$ cat src/sv/ookpc_pkg.sv
// Package for the OOK pulse code transmitter.
// Holds request kinds, phase codes, register indexes, field widths and the result type.
// No dependencies.
package ookpc_pkg;

    // Field widths fixed by the interface
    localparam int CODE_W      = 32;
    localparam int CODE_LEN_W  = 6;
    localparam int REP_W       = 16;
    localparam int TICKS_W     = 24;
    localparam int PULSE_W     = 16;
    localparam int UNITS_W     = 8;
    localparam int IN_TDATA_W  = 56;
    localparam int OUT_TDATA_W = 8;
    localparam int CFG_IDX_W   = 3;
    localparam int CFG_DATA_W  = 16;

    // Request kinds carried on tuser
    localparam logic REQ_TICK  = 1'b0;
    localparam logic REQ_START = 1'b1;

    // Phase codes
    localparam logic [1:0] PH_BIT_HIGH  = 2'd0;
    localparam logic [1:0] PH_BIT_LOW   = 2'd1;
    localparam logic [1:0] PH_SYNC_HIGH = 2'd2;
    localparam logic [1:0] PH_SYNC_LOW  = 2'd3;

    // Configuration register indexes
    localparam logic [CFG_IDX_W-1:0] REG_PULSE_UNIT      = 3'd0;
    localparam logic [CFG_IDX_W-1:0] REG_ONE_HIGH_UNITS  = 3'd1;
    localparam logic [CFG_IDX_W-1:0] REG_ONE_LOW_UNITS   = 3'd2;
    localparam logic [CFG_IDX_W-1:0] REG_ZERO_HIGH_UNITS = 3'd3;
    localparam logic [CFG_IDX_W-1:0] REG_ZERO_LOW_UNITS  = 3'd4;
    localparam logic [CFG_IDX_W-1:0] REG_SYNC_HIGH_UNITS = 3'd5;
    localparam logic [CFG_IDX_W-1:0] REG_SYNC_LOW_UNITS  = 3'd6;
    localparam logic [CFG_IDX_W-1:0] REG_INVERT_OUTPUT   = 3'd7;

    // One result, line_level in the lowest bit
    typedef struct packed {
        logic start_rejected;
        logic done_res;
        logic busy_res;
        logic line_level;
    } result_t;

endpackage

$ cat src/sv/ook_pulse_code_transmitter.sv
// Top level of the OOK pulse code transmitter.
// Holds configuration, transmit state and the zero-phase skip logic.
// Depends on ookpc_pkg and ookpc_out_skid.

// The block takes one request per clock when the result buffer has room, ticks
// and starts alike, and gives one result per request through a two-entry output
// buffer. A start loads the code word, its length (saturated to MAX_BITS) and
// the repeat count; each tick request is one time unit and reports the line
// level for it. Bits go out most significant first as a high then a low phase,
// and each repeat ends with a sync symbol; phases of zero length are skipped
// within the same request by a search over the remaining word bits, and a
// phase's tick count is pulse_unit times its factor taken when the phase starts.
// The cycle time is set by that search, the factor select and the 16x8
// multiply that loads the phase counter. Configuration writes are taken at any
// time on their own channel.
module ook_pulse_code_transmitter #(
    parameter int MAX_BITS = 32
) (
    input  logic                                   clk,
    input  logic                                   rst_n,
    // tdata: code_value[31:0], code_length[37:32], repeat_count[53:38], zero pad
    input  logic [ookpc_pkg::IN_TDATA_W-1:0]       s_axis_tdata,
    // tuser: req_type
    input  logic                                   s_axis_tuser,
    input  logic                                   s_axis_tvalid,
    output logic                                   s_axis_tready,
    // tdata: line_level[0], busy_res[1], done_res[2], start_rejected[3], zero pad
    output logic [ookpc_pkg::OUT_TDATA_W-1:0]      m_axis_tdata,
    output logic                                   m_axis_tvalid,
    input  logic                                   m_axis_tready,
    input  logic                                   cfg_valid,
    output logic                                   cfg_ready,
    input  logic [ookpc_pkg::CFG_IDX_W-1:0]        cfg_index,
    input  logic [ookpc_pkg::CFG_DATA_W-1:0]       cfg_data
);
    import ookpc_pkg::*;

    localparam int CNT_W = $clog2(MAX_BITS + 1);

    // Search result: {found, bit value, position counted from one}
    function automatic logic [CNT_W+1:0] find_live(
        input logic [MAX_BITS-1:0] w,
        input logic [CNT_W-1:0]    lim,
        input logic                live0,
        input logic                live1
    );
        logic             found;
        logic             bv;
        logic [CNT_W-1:0] pos;
        found = 1'b0;
        bv    = 1'b0;
        pos   = '0;
        for (int i = 0; i < MAX_BITS; i++)
        begin
            if ((CNT_W'(i) < lim) && (w[i] ? live1 : live0))
            begin
                found = 1'b1;
                bv    = w[i];
                pos   = CNT_W'(i + 1);
            end
        end
        return {found, bv, pos};
    endfunction

    // Bit of the word at a position counted from one
    function automatic logic bit_at(
        input logic [MAX_BITS-1:0] w,
        input logic [CNT_W-1:0]    pos
    );
        logic b;
        b = 1'b0;
        for (int i = 0; i < MAX_BITS; i++)
        begin
            if (CNT_W'(i + 1) == pos)
            begin
                b = w[i];
            end
        end
        return b;
    endfunction

    // Configuration registers
    logic [PULSE_W-1:0] pulse_unit_reg;
    logic [UNITS_W-1:0] one_high_reg;
    logic [UNITS_W-1:0] one_low_reg;
    logic [UNITS_W-1:0] zero_high_reg;
    logic [UNITS_W-1:0] zero_low_reg;
    logic [UNITS_W-1:0] sync_high_reg;
    logic [UNITS_W-1:0] sync_low_reg;
    logic               invert_reg;

    // Transmit state
    logic                active_reg, active_next;
    logic [MAX_BITS-1:0] word_reg, word_next;
    logic [CNT_W-1:0]    len_reg, len_next;
    logic [CNT_W-1:0]    bits_left_reg, bits_left_next;
    logic [REP_W-1:0]    repeats_reg, repeats_next;
    logic [1:0]          phase_reg, phase_next;
    logic [TICKS_W-1:0]  ticks_reg, ticks_next;

    // Request fields
    logic                is_start;
    logic [MAX_BITS-1:0] in_word;
    logic [CNT_W-1:0]    in_len;
    logic [REP_W-1:0]    in_rep;
    logic                accept;
    logic                buf_ready;

    // Phase liveness
    logic pu_nz, oh_nz, ol_nz, zh_nz, zl_nz, sh_nz, sl_nz, live0, live1;
    logic cur_bit, cur_lo_nz;
    logic [CNT_W+1:0]    below_hit, top_hit;
    logic [MAX_BITS-1:0] top_word;
    logic [CNT_W-1:0]    top_len;

    // Next-state scratch
    logic               go_below, go_y, go_e, use_top, advance, new_bit, load_len;
    logic [REP_W-1:0]   rep_dec;
    logic [TICKS_W-1:0] ticks_dec;
    logic [UNITS_W-1:0] factor;
    logic [TICKS_W-1:0] phase_len;
    result_t            res;
    result_t            out_res;

    assign is_start = (s_axis_tuser == REQ_START);
    assign in_word  = MAX_BITS'(s_axis_tdata[CODE_W-1:0]);
    assign in_len   = ({1'b0, s_axis_tdata[CODE_W+CODE_LEN_W-1:CODE_W]} > 7'(MAX_BITS))
                      ? CNT_W'(MAX_BITS) : CNT_W'(s_axis_tdata[CODE_W+CODE_LEN_W-1:CODE_W]);
    assign in_rep   = s_axis_tdata[CODE_W+CODE_LEN_W+REP_W-1:CODE_W+CODE_LEN_W];
    assign s_axis_tready = buf_ready;
    assign accept   = s_axis_tvalid && buf_ready;
    assign cfg_ready = 1'b1;

    // Which phases have a nonzero length
    assign pu_nz = (pulse_unit_reg != '0);
    assign oh_nz = pu_nz && (one_high_reg != '0);
    assign ol_nz = pu_nz && (one_low_reg != '0);
    assign zh_nz = pu_nz && (zero_high_reg != '0);
    assign zl_nz = pu_nz && (zero_low_reg != '0);
    assign sh_nz = pu_nz && (sync_high_reg != '0);
    assign sl_nz = pu_nz && (sync_low_reg != '0);
    assign live1 = oh_nz || ol_nz;
    assign live0 = zh_nz || zl_nz;

    // Current bit and searches for the next live bit
    assign cur_bit   = bit_at(word_reg, bits_left_reg);
    assign cur_lo_nz = cur_bit ? ol_nz : zl_nz;
    assign below_hit = find_live(word_reg, bits_left_reg - CNT_W'(1), live0, live1);
    assign top_word  = is_start ? in_word : word_reg;
    assign top_len   = is_start ? in_len : len_reg;
    assign top_hit   = find_live(top_word, top_len, live0, live1);

    // Next state and result for one request
    always_comb
    begin
        active_next    = active_reg;
        word_next      = word_reg;
        len_next       = len_reg;
        bits_left_next = bits_left_reg;
        repeats_next   = repeats_reg;
        phase_next     = phase_reg;
        ticks_dec      = ticks_reg;
        new_bit        = cur_bit;
        go_below       = 1'b0;
        go_y           = 1'b0;
        go_e           = 1'b0;
        use_top        = 1'b0;
        advance        = 1'b0;
        load_len       = 1'b0;
        rep_dec        = (repeats_reg != '0) ? repeats_reg - REP_W'(1) : '0;
        res            = '0;
        res.line_level = invert_reg;

        if (is_start)
        begin
            if (active_reg)
            begin
                res.start_rejected = 1'b1;
                res.busy_res       = 1'b1;
                res.line_level     = ((phase_reg == PH_BIT_HIGH) || (phase_reg == PH_SYNC_HIGH))
                                     ^ invert_reg;
            end
            else
            begin
                word_next    = in_word;
                len_next     = in_len;
                repeats_next = in_rep;
                if (in_rep == '0)
                begin
                    active_next = 1'b0;
                end
                else
                begin
                    active_next = 1'b1;
                    use_top     = 1'b1;
                end
            end
        end
        else if (active_reg)
        begin
            res.busy_res   = 1'b1;
            res.line_level = ((phase_reg == PH_BIT_HIGH) || (phase_reg == PH_SYNC_HIGH))
                             ^ invert_reg;
            if (ticks_reg > TICKS_W'(1))
            begin
                ticks_dec = ticks_reg - TICKS_W'(1);
            end
            else
            begin
                advance = 1'b1;
                case (phase_reg)
                    PH_BIT_HIGH:
                    begin
                        if (cur_lo_nz)
                        begin
                            phase_next = PH_BIT_LOW;
                        end
                        else
                        begin
                            go_below = 1'b1;
                        end
                    end
                    PH_BIT_LOW:
                    begin
                        go_below = 1'b1;
                    end
                    PH_SYNC_HIGH:
                    begin
                        if (sl_nz)
                        begin
                            phase_next = PH_SYNC_LOW;
                        end
                        else
                        begin
                            go_e = 1'b1;
                        end
                    end
                    default:
                    begin
                        go_e = 1'b1;
                    end
                endcase
            end
        end

        // Next live bit below the current one
        if (go_below)
        begin
            if (below_hit[CNT_W+1])
            begin
                new_bit        = below_hit[CNT_W];
                bits_left_next = below_hit[CNT_W-1:0];
                phase_next     = (below_hit[CNT_W] ? oh_nz : zh_nz) ? PH_BIT_HIGH : PH_BIT_LOW;
            end
            else
            begin
                go_y = 1'b1;
            end
        end

        // Sync symbol after the word
        if (go_y)
        begin
            bits_left_next = '0;
            if (sh_nz)
            begin
                phase_next = PH_SYNC_HIGH;
            end
            else if (sl_nz)
            begin
                phase_next = PH_SYNC_LOW;
            end
            else
            begin
                go_e = 1'b1;
            end
        end

        // End of one repeat
        if (go_e)
        begin
            repeats_next = rep_dec;
            if (rep_dec == '0)
            begin
                active_next = 1'b0;
            end
            else
            begin
                use_top = 1'b1;
            end
        end

        // Start of a pass over the word; a dead pass goes to sync, or ends the transmission if sync is empty too
        if (use_top)
        begin
            if (top_hit[CNT_W+1])
            begin
                new_bit        = top_hit[CNT_W];
                bits_left_next = top_hit[CNT_W-1:0];
                phase_next     = (top_hit[CNT_W] ? oh_nz : zh_nz) ? PH_BIT_HIGH : PH_BIT_LOW;
            end
            else
            begin
                bits_left_next = '0;
                if (sh_nz)
                begin
                    phase_next = PH_SYNC_HIGH;
                end
                else if (sl_nz)
                begin
                    phase_next = PH_SYNC_LOW;
                end
                else
                begin
                    active_next = 1'b0;
                end
            end
        end

        // Start taken at idle reports the first phase
        if (is_start && !active_reg)
        begin
            res.busy_res = active_next;
            if (active_next)
            begin
                res.line_level = ((phase_next == PH_BIT_HIGH) || (phase_next == PH_SYNC_HIGH))
                                 ^ invert_reg;
            end
        end

        if (advance)
        begin
            res.done_res = !active_next;
        end

        load_len = (advance || (is_start && !active_reg)) && active_next;
    end

    // Factor of the phase being entered, times the base unit
    always_comb
    begin
        case (phase_next)
            PH_BIT_HIGH:  factor = new_bit ? one_high_reg : zero_high_reg;
            PH_BIT_LOW:   factor = new_bit ? one_low_reg : zero_low_reg;
            PH_SYNC_HIGH: factor = sync_high_reg;
            default:      factor = sync_low_reg;
        endcase
    end

    assign phase_len = {8'b0, pulse_unit_reg} * {16'b0, factor};

    // Phase counter: reload on entering a phase, else count down
    assign ticks_next = load_len ? phase_len : ticks_dec;

    // Configuration writes
    always_ff @(posedge clk or negedge rst_n)
    begin
        if (!rst_n)
        begin
            pulse_unit_reg <= 16'd350;
            one_high_reg   <= 8'd3;
            one_low_reg    <= 8'd1;
            zero_high_reg  <= 8'd1;
            zero_low_reg   <= 8'd3;
            sync_high_reg  <= 8'd1;
            sync_low_reg   <= 8'd31;
            invert_reg     <= 1'b0;
        end
        else if (cfg_valid && cfg_ready)
        begin
            case (cfg_index)
                REG_PULSE_UNIT:      pulse_unit_reg <= cfg_data;
                REG_ONE_HIGH_UNITS:  one_high_reg   <= cfg_data[UNITS_W-1:0];
                REG_ONE_LOW_UNITS:   one_low_reg    <= cfg_data[UNITS_W-1:0];
                REG_ZERO_HIGH_UNITS: zero_high_reg  <= cfg_data[UNITS_W-1:0];
                REG_ZERO_LOW_UNITS:  zero_low_reg   <= cfg_data[UNITS_W-1:0];
                REG_SYNC_HIGH_UNITS: sync_high_reg  <= cfg_data[UNITS_W-1:0];
                REG_SYNC_LOW_UNITS:  sync_low_reg   <= cfg_data[UNITS_W-1:0];
                REG_INVERT_OUTPUT:   invert_reg     <= cfg_data[0];
                default:             ;
            endcase
        end
    end

    // Transmit state
    always_ff @(posedge clk or negedge rst_n)
    begin
        if (!rst_n)
        begin
            active_reg    <= 1'b0;
            word_reg      <= '0;
            len_reg       <= '0;
            bits_left_reg <= '0;
            repeats_reg   <= '0;
            phase_reg     <= PH_BIT_HIGH;
            ticks_reg     <= '0;
        end
        else if (accept)
        begin
            active_reg    <= active_next;
            word_reg      <= word_next;
            len_reg       <= len_next;
            bits_left_reg <= bits_left_next;
            repeats_reg   <= repeats_next;
            phase_reg     <= phase_next;
            ticks_reg     <= ticks_next;
        end
    end

    // Result buffer
    ookpc_out_skid u_out_skid (
        .clk       (clk),
        .rst_n     (rst_n),
        .in_valid  (accept),
        .in_ready  (buf_ready),
        .in_data   (res),
        .out_valid (m_axis_tvalid),
        .out_ready (m_axis_tready),
        .out_data  (out_res)
    );

    assign m_axis_tdata = {4'b0000, out_res};

    // A running transmission always has a phase with ticks and a repeat left
    a_active_ticks: assert property (@(posedge clk) disable iff (!rst_n)
        active_reg |-> (ticks_reg != '0))
        else $error("active with empty phase counter");

    a_active_repeats: assert property (@(posedge clk) disable iff (!rst_n)
        active_reg |-> (repeats_reg != '0))
        else $error("active with no repeat left");

    // Bit phases point inside the loaded word
    a_bit_pos: assert property (@(posedge clk) disable iff (!rst_n)
        (active_reg && ((phase_reg == PH_BIT_HIGH) || (phase_reg == PH_BIT_LOW)))
        |-> ((bits_left_reg != '0) && (bits_left_reg <= len_reg)))
        else $error("bit phase outside the word");

    // Done ends a transmission and is reported as busy
    a_done_ends: assert property (@(posedge clk) disable iff (!rst_n)
        (accept && res.done_res) |=> (!active_reg && $past(res.busy_res)))
        else $error("done without end of transmission");

endmodule

$ cat src/sv/ookpc_out_skid.sv
// Two-entry output buffer for the transmitter results.
// Keeps the upstream ready a register so the two sides are parted.
// Depends on ookpc_pkg.
module ookpc_out_skid (
    input  logic              clk,
    input  logic              rst_n,
    input  logic              in_valid,
    output logic              in_ready,
    input  ookpc_pkg::result_t in_data,
    output logic              out_valid,
    input  logic              out_ready,
    output ookpc_pkg::result_t out_data
);
    import ookpc_pkg::*;

    logic    main_valid_reg;
    logic    skid_valid_reg;
    result_t main_data_reg;
    result_t skid_data_reg;
    logic    main_free;

    assign main_free = !main_valid_reg || out_ready;
    assign in_ready  = !skid_valid_reg;
    assign out_valid = main_valid_reg;
    assign out_data  = main_data_reg;

    // Occupancy
    always_ff @(posedge clk or negedge rst_n)
    begin
        if (!rst_n)
        begin
            main_valid_reg <= 1'b0;
            skid_valid_reg <= 1'b0;
        end
        else if (main_free)
        begin
            if (skid_valid_reg)
            begin
                main_valid_reg <= 1'b1;
                skid_valid_reg <= 1'b0;
            end
            else
            begin
                main_valid_reg <= in_valid;
            end
        end
        else if (in_valid && !skid_valid_reg)
        begin
            skid_valid_reg <= 1'b1;
        end
    end

    // Payload
    always_ff @(posedge clk)
    begin
        if (main_free)
        begin
            main_data_reg <= skid_valid_reg ? skid_data_reg : in_data;
        end
        else if (in_valid && !skid_valid_reg)
        begin
            skid_data_reg <= in_data;
        end
    end

endmodule

$ cat config.mk
export PLATFORM = sky130hd
export DESIGN_NAME = ook_pulse_code_transmitter
export DESIGN_NICKNAME = d
export VERILOG_FILES = /design/src/sv/ookpc_pkg.sv /design/src/sv/ook_pulse_code_transmitter.sv /design/src/sv/ookpc_out_skid.sv
export SDC_FILE = /design/constraint.sdc
export NUM_CORES = 1
export LEC_CHECK = 0
export BUFFER_PORTS_ARGS = -buffer_cell sky130_fd_sc_hd__buf_4
export CORE_MARGIN = 4
export CORE_UTILIZATION = 36
export CTS_BUF_LIST = sky130_fd_sc_hd__clkbuf_8
export DETAILED_ROUTE_END_ITERATION = 6
export SLEW_MARGIN = 20
export SYNTH_ARGS = -nofsm -noshare
export SYNTH_HDL_FRONTEND = slang
export SYNTH_SLANG_ARGS = --single-unit
$ cat constraint.sdc
create_clock -name clk -period 11.8 [get_ports clk]
set_input_delay 2.36 -clock clk [delete_from_list [all_inputs] [get_ports clk]]
set_output_delay 2.36 -clock clk [all_outputs]
set_load 0.005 [all_outputs]
==> flow_summary.toml <==
[synth]
ys_seq_elements = 162
synth_cell_types = 92
synth-seq-area-share_pct = 23.3
synth_area_um2 = 17700
ys.flop_type = "dfrtp_1"
synth_edf_count = 8
ys_warn_count = 0
synthCells = 2194
async_flop_share_pct = 95.1
syn_area_per_cell_um2 = 8.06

[clocking]
clk_path_buf_depth = 2
ctsHoldBuffers = 0
numCtsBuffers = 17
htreeDepth = 4
clock_sinks = 162
clk_latency_ns = 0.56
cts_tree = "built"
clkTransAtPathRegs_ns = 0.09
cts_setup_buffers = 0
root_buffer = "clkbuf_8"

[worst_setup_path]
critPathLaunchType = "input pin"
worst_path_max_delay_cell = "a2111oi_0"
cp_max_fo = 14
crit_arrival_ns = 11.69
crit_buf_inv = 11
required_ns = 12.24
crit_top_cell = "buf_4"
setup.worst_path.end_class = "flop"
critPathMaxStageDelay_ns = 0.72
setup.worst_path.class = "input pin to flop"
path_delay_family = "compound AO/OA/AOI/OAI gates"

[floorplan]
ioPinCount = 92
initial_utilization_pct = 36.7
core_area_um2 = 48100
die_h_um = 230
die_area_um2 = 52700
fp.dieW_um = 230
rows = 80

[routing]
wl_met2_um = 27900
wirelength_um = 59900
top_layer_used = "met4"
viasPerCell = 5.79
dr_wl_met3_um = 3080
wl_met1_um = 26600
ant_nets = 0
wl_per_cell_um = 19.6
firstDrtPassIters = 6
drt_iter0_markers = 1357
num_vias = 17649
drc = 0

[job]
cap_viol_max_count = 0

[status]
status = "complete, no violations"

[timing]
clock_skew_ns = 0.0235
setup_viol = 0
maxSlewHeadroom_pct = 38.4
drv_slew = 0
max_freq_mhz = 88.9
worstMarginPinSlew_ns = 0.918
layout_min_cycle_time_ns = 11.25
finalHoldViolations = 0
fin_crit_sh_pct = 95.4

[global_routing]
grt_usage_pct = 22.5
antenna_found_initial = 0
grt_start_max_net_pins = 55
grt_overflow = 0
grt_pass1_wl_um = 95700
grt_pass1_vias = 17557

[hold_path]
hold_class = "flop to flop"

[placement]
place.gp.congestion = 1.01
io_buffers = 84
hpwl_um = 46500
dpl_cell_area_um2 = 20200

[final_layout]
antenna_cells = 0
area_growth_syn_to_layout_pct = 17.0
design_area_um2 = 20700
drive_gt1_share_pct = 19.8
largest_register_ffs = 32
nets = 2599
## synth_stat cells (20+ instances only)
library cell	number	share of area (%)
nor3_1	73	2.1
nand2b_1	35	1.2
o211ai_1	25	1.1
mux2i_1	80	4.5
a211oi_1	27	1.1
ha_1	53	3.8
dfrtp_1	136	19
a31oi_1	20	0.71
clkbuf_1	88	1.9
nor2_1	132	2.8
buf_2	20	0.57
fa_1	84	9.5
a21oi_1	109	3.1
nand2_1	304	6.5
and2_1	27	0.96
inv_1	149	3.2
or3_1	25	0.88
o21ai_0	131	3.7
nor4_1	45	1.6
nand3_1	47	1.3
mux2_2	76	4.8
nor2b_1	91	3.2
nand4_1	22	0.78
## cell families (layout without fill, tap and decap cells)
kind of cell    after synthesis  after routing  share of synthesized area [%]
fa+ha+maj                   137            137                           13.3
other cells                   2              5                         0.0425
compound gates              548            548                           21.3
buf+inv                     282            479                           6.51
simple gates                885            885                           25.1
mux                         159            159                           9.56
xor+xnor                     19             19                          0.942
flops                       162            162                           23.3
## placed cells by master (no fill, tap or decap), types with 19 or more instances in the layout
cell / netlist / routed
a31oi_1: 20 / 19
nor2_1: 132 / 132
nor2b_1: 91 / 91
nand4_1: 22 / 22
nand2b_1: 35 / 35
mux2i_1: 80 / 75
o211ai_1: 25 / 25
and2_1: 27 / 27
buf_4: 10 / 295
a21oi_1: 109 / 107
nand2_1: 304 / 304
mux2_2: 76 / 76
a211oi_1: 27 / 26
inv_1: 149 / 151
ha_1: 53 / 53
dfrtp_1: 136 / 136
nand3_1: 47 / 47
or3_1: 25 / 25
fa_1: 84 / 84
nor3_1: 73 / 70
nor4_1: 45 / 43
o21ai_0: 131 / 129
## path summary, 6_finish.rpt
| kind | from | endpoint | slack [ns] | cells past startpoint |
|---|---|---|---|---|
| worst min register to register | repeats_reg[9]$_DFFE_PN0P_ | repeats_reg[9]$_DFFE_PN0P_ | 0.50 | 2 |
| max in group asynchronous | rst_n | one_low_reg[5]$_DFFE_PN0P_ | 8.90 | 2 |
| min in group asynchronous | rst_n | word_reg[9]$_DFFE_PN0P_ | 1.72 | 1 |
| worst min-delay path | repeats_reg[9]$_DFFE_PN0P_ | repeats_reg[9]$_DFFE_PN0P_ | 0.50 | 2 |
| worst max register to register | bits_left_reg[1]$_DFFE_PN0P_ | ticks_reg[21]$_DFFE_PN0P_ | 0.81 | 41 |
| worst max-delay path | s_axis_tuser | ticks_reg[21]$_DFFE_PN0P_ | 0.55 | 42 |
## layout make-up
cell class	instances	area (um^2)
multi-input combinational	1753	12500
clock inverter	15	136
timing repair buffer	298	2270
inverter	149	559
clock buffer	17	234
sequential	162	4120
tap	656	821
fill	4855	27500
## worst reg2reg max path, delay by kind of cell (launching register included)
kind	cells	cell delay, ns
compound gates	21	5.26
xor+xnor	1	0.17
fa+ha+maj	6	2.74
buf+inv	7	0.75
flops	1	0.39
mux	1	0.34
simple gates	5	1.18
## stage by stage
step | util (%) | setup WS, ns | instances | hold slack (ns) | setup TNS [ns]
2_1_floorplan | - | 0.232 | 2197 | 0.444 | 0
3_3_place_gp | 42.0 | -0.449 | 3018 | 0.465 | -1.11
3_5_place_dp | 42.0 | -0.434 | 3018 | 0.481 | -1.15
4_1_cts | 42.7 | 0.127 | 3050 | 0.503 | 0
5_1_grt | 42.9 | -0.0440 | 3050 | 0.529 | -0.0807
6_report | 42.9 | 0.546 | 3050 | 0.498 | 0
## routing by layer
| metal | vias to the layer above | global-route usage [%] |
|---|---|---|
| met2 | 616 | 36.8 |
| li1 | 8233 | - |
| met5 | - | 0 |
| met3 | 131 | 3.32 |
| met1 | 8669 | 29.7 |
| met4 | 0 | 9.26 |
## what timing repair did
action / 4_1_cts / 5_1_grt
endpoints found under the setup margin: 0 / 7
resized for setup: 0 / 17
hold endpoints to repair: 0 / 0
Power is left out: the tool's default activity adds up to more than one toggle a clock period on the data nets, which glitch-free logic cannot reach.
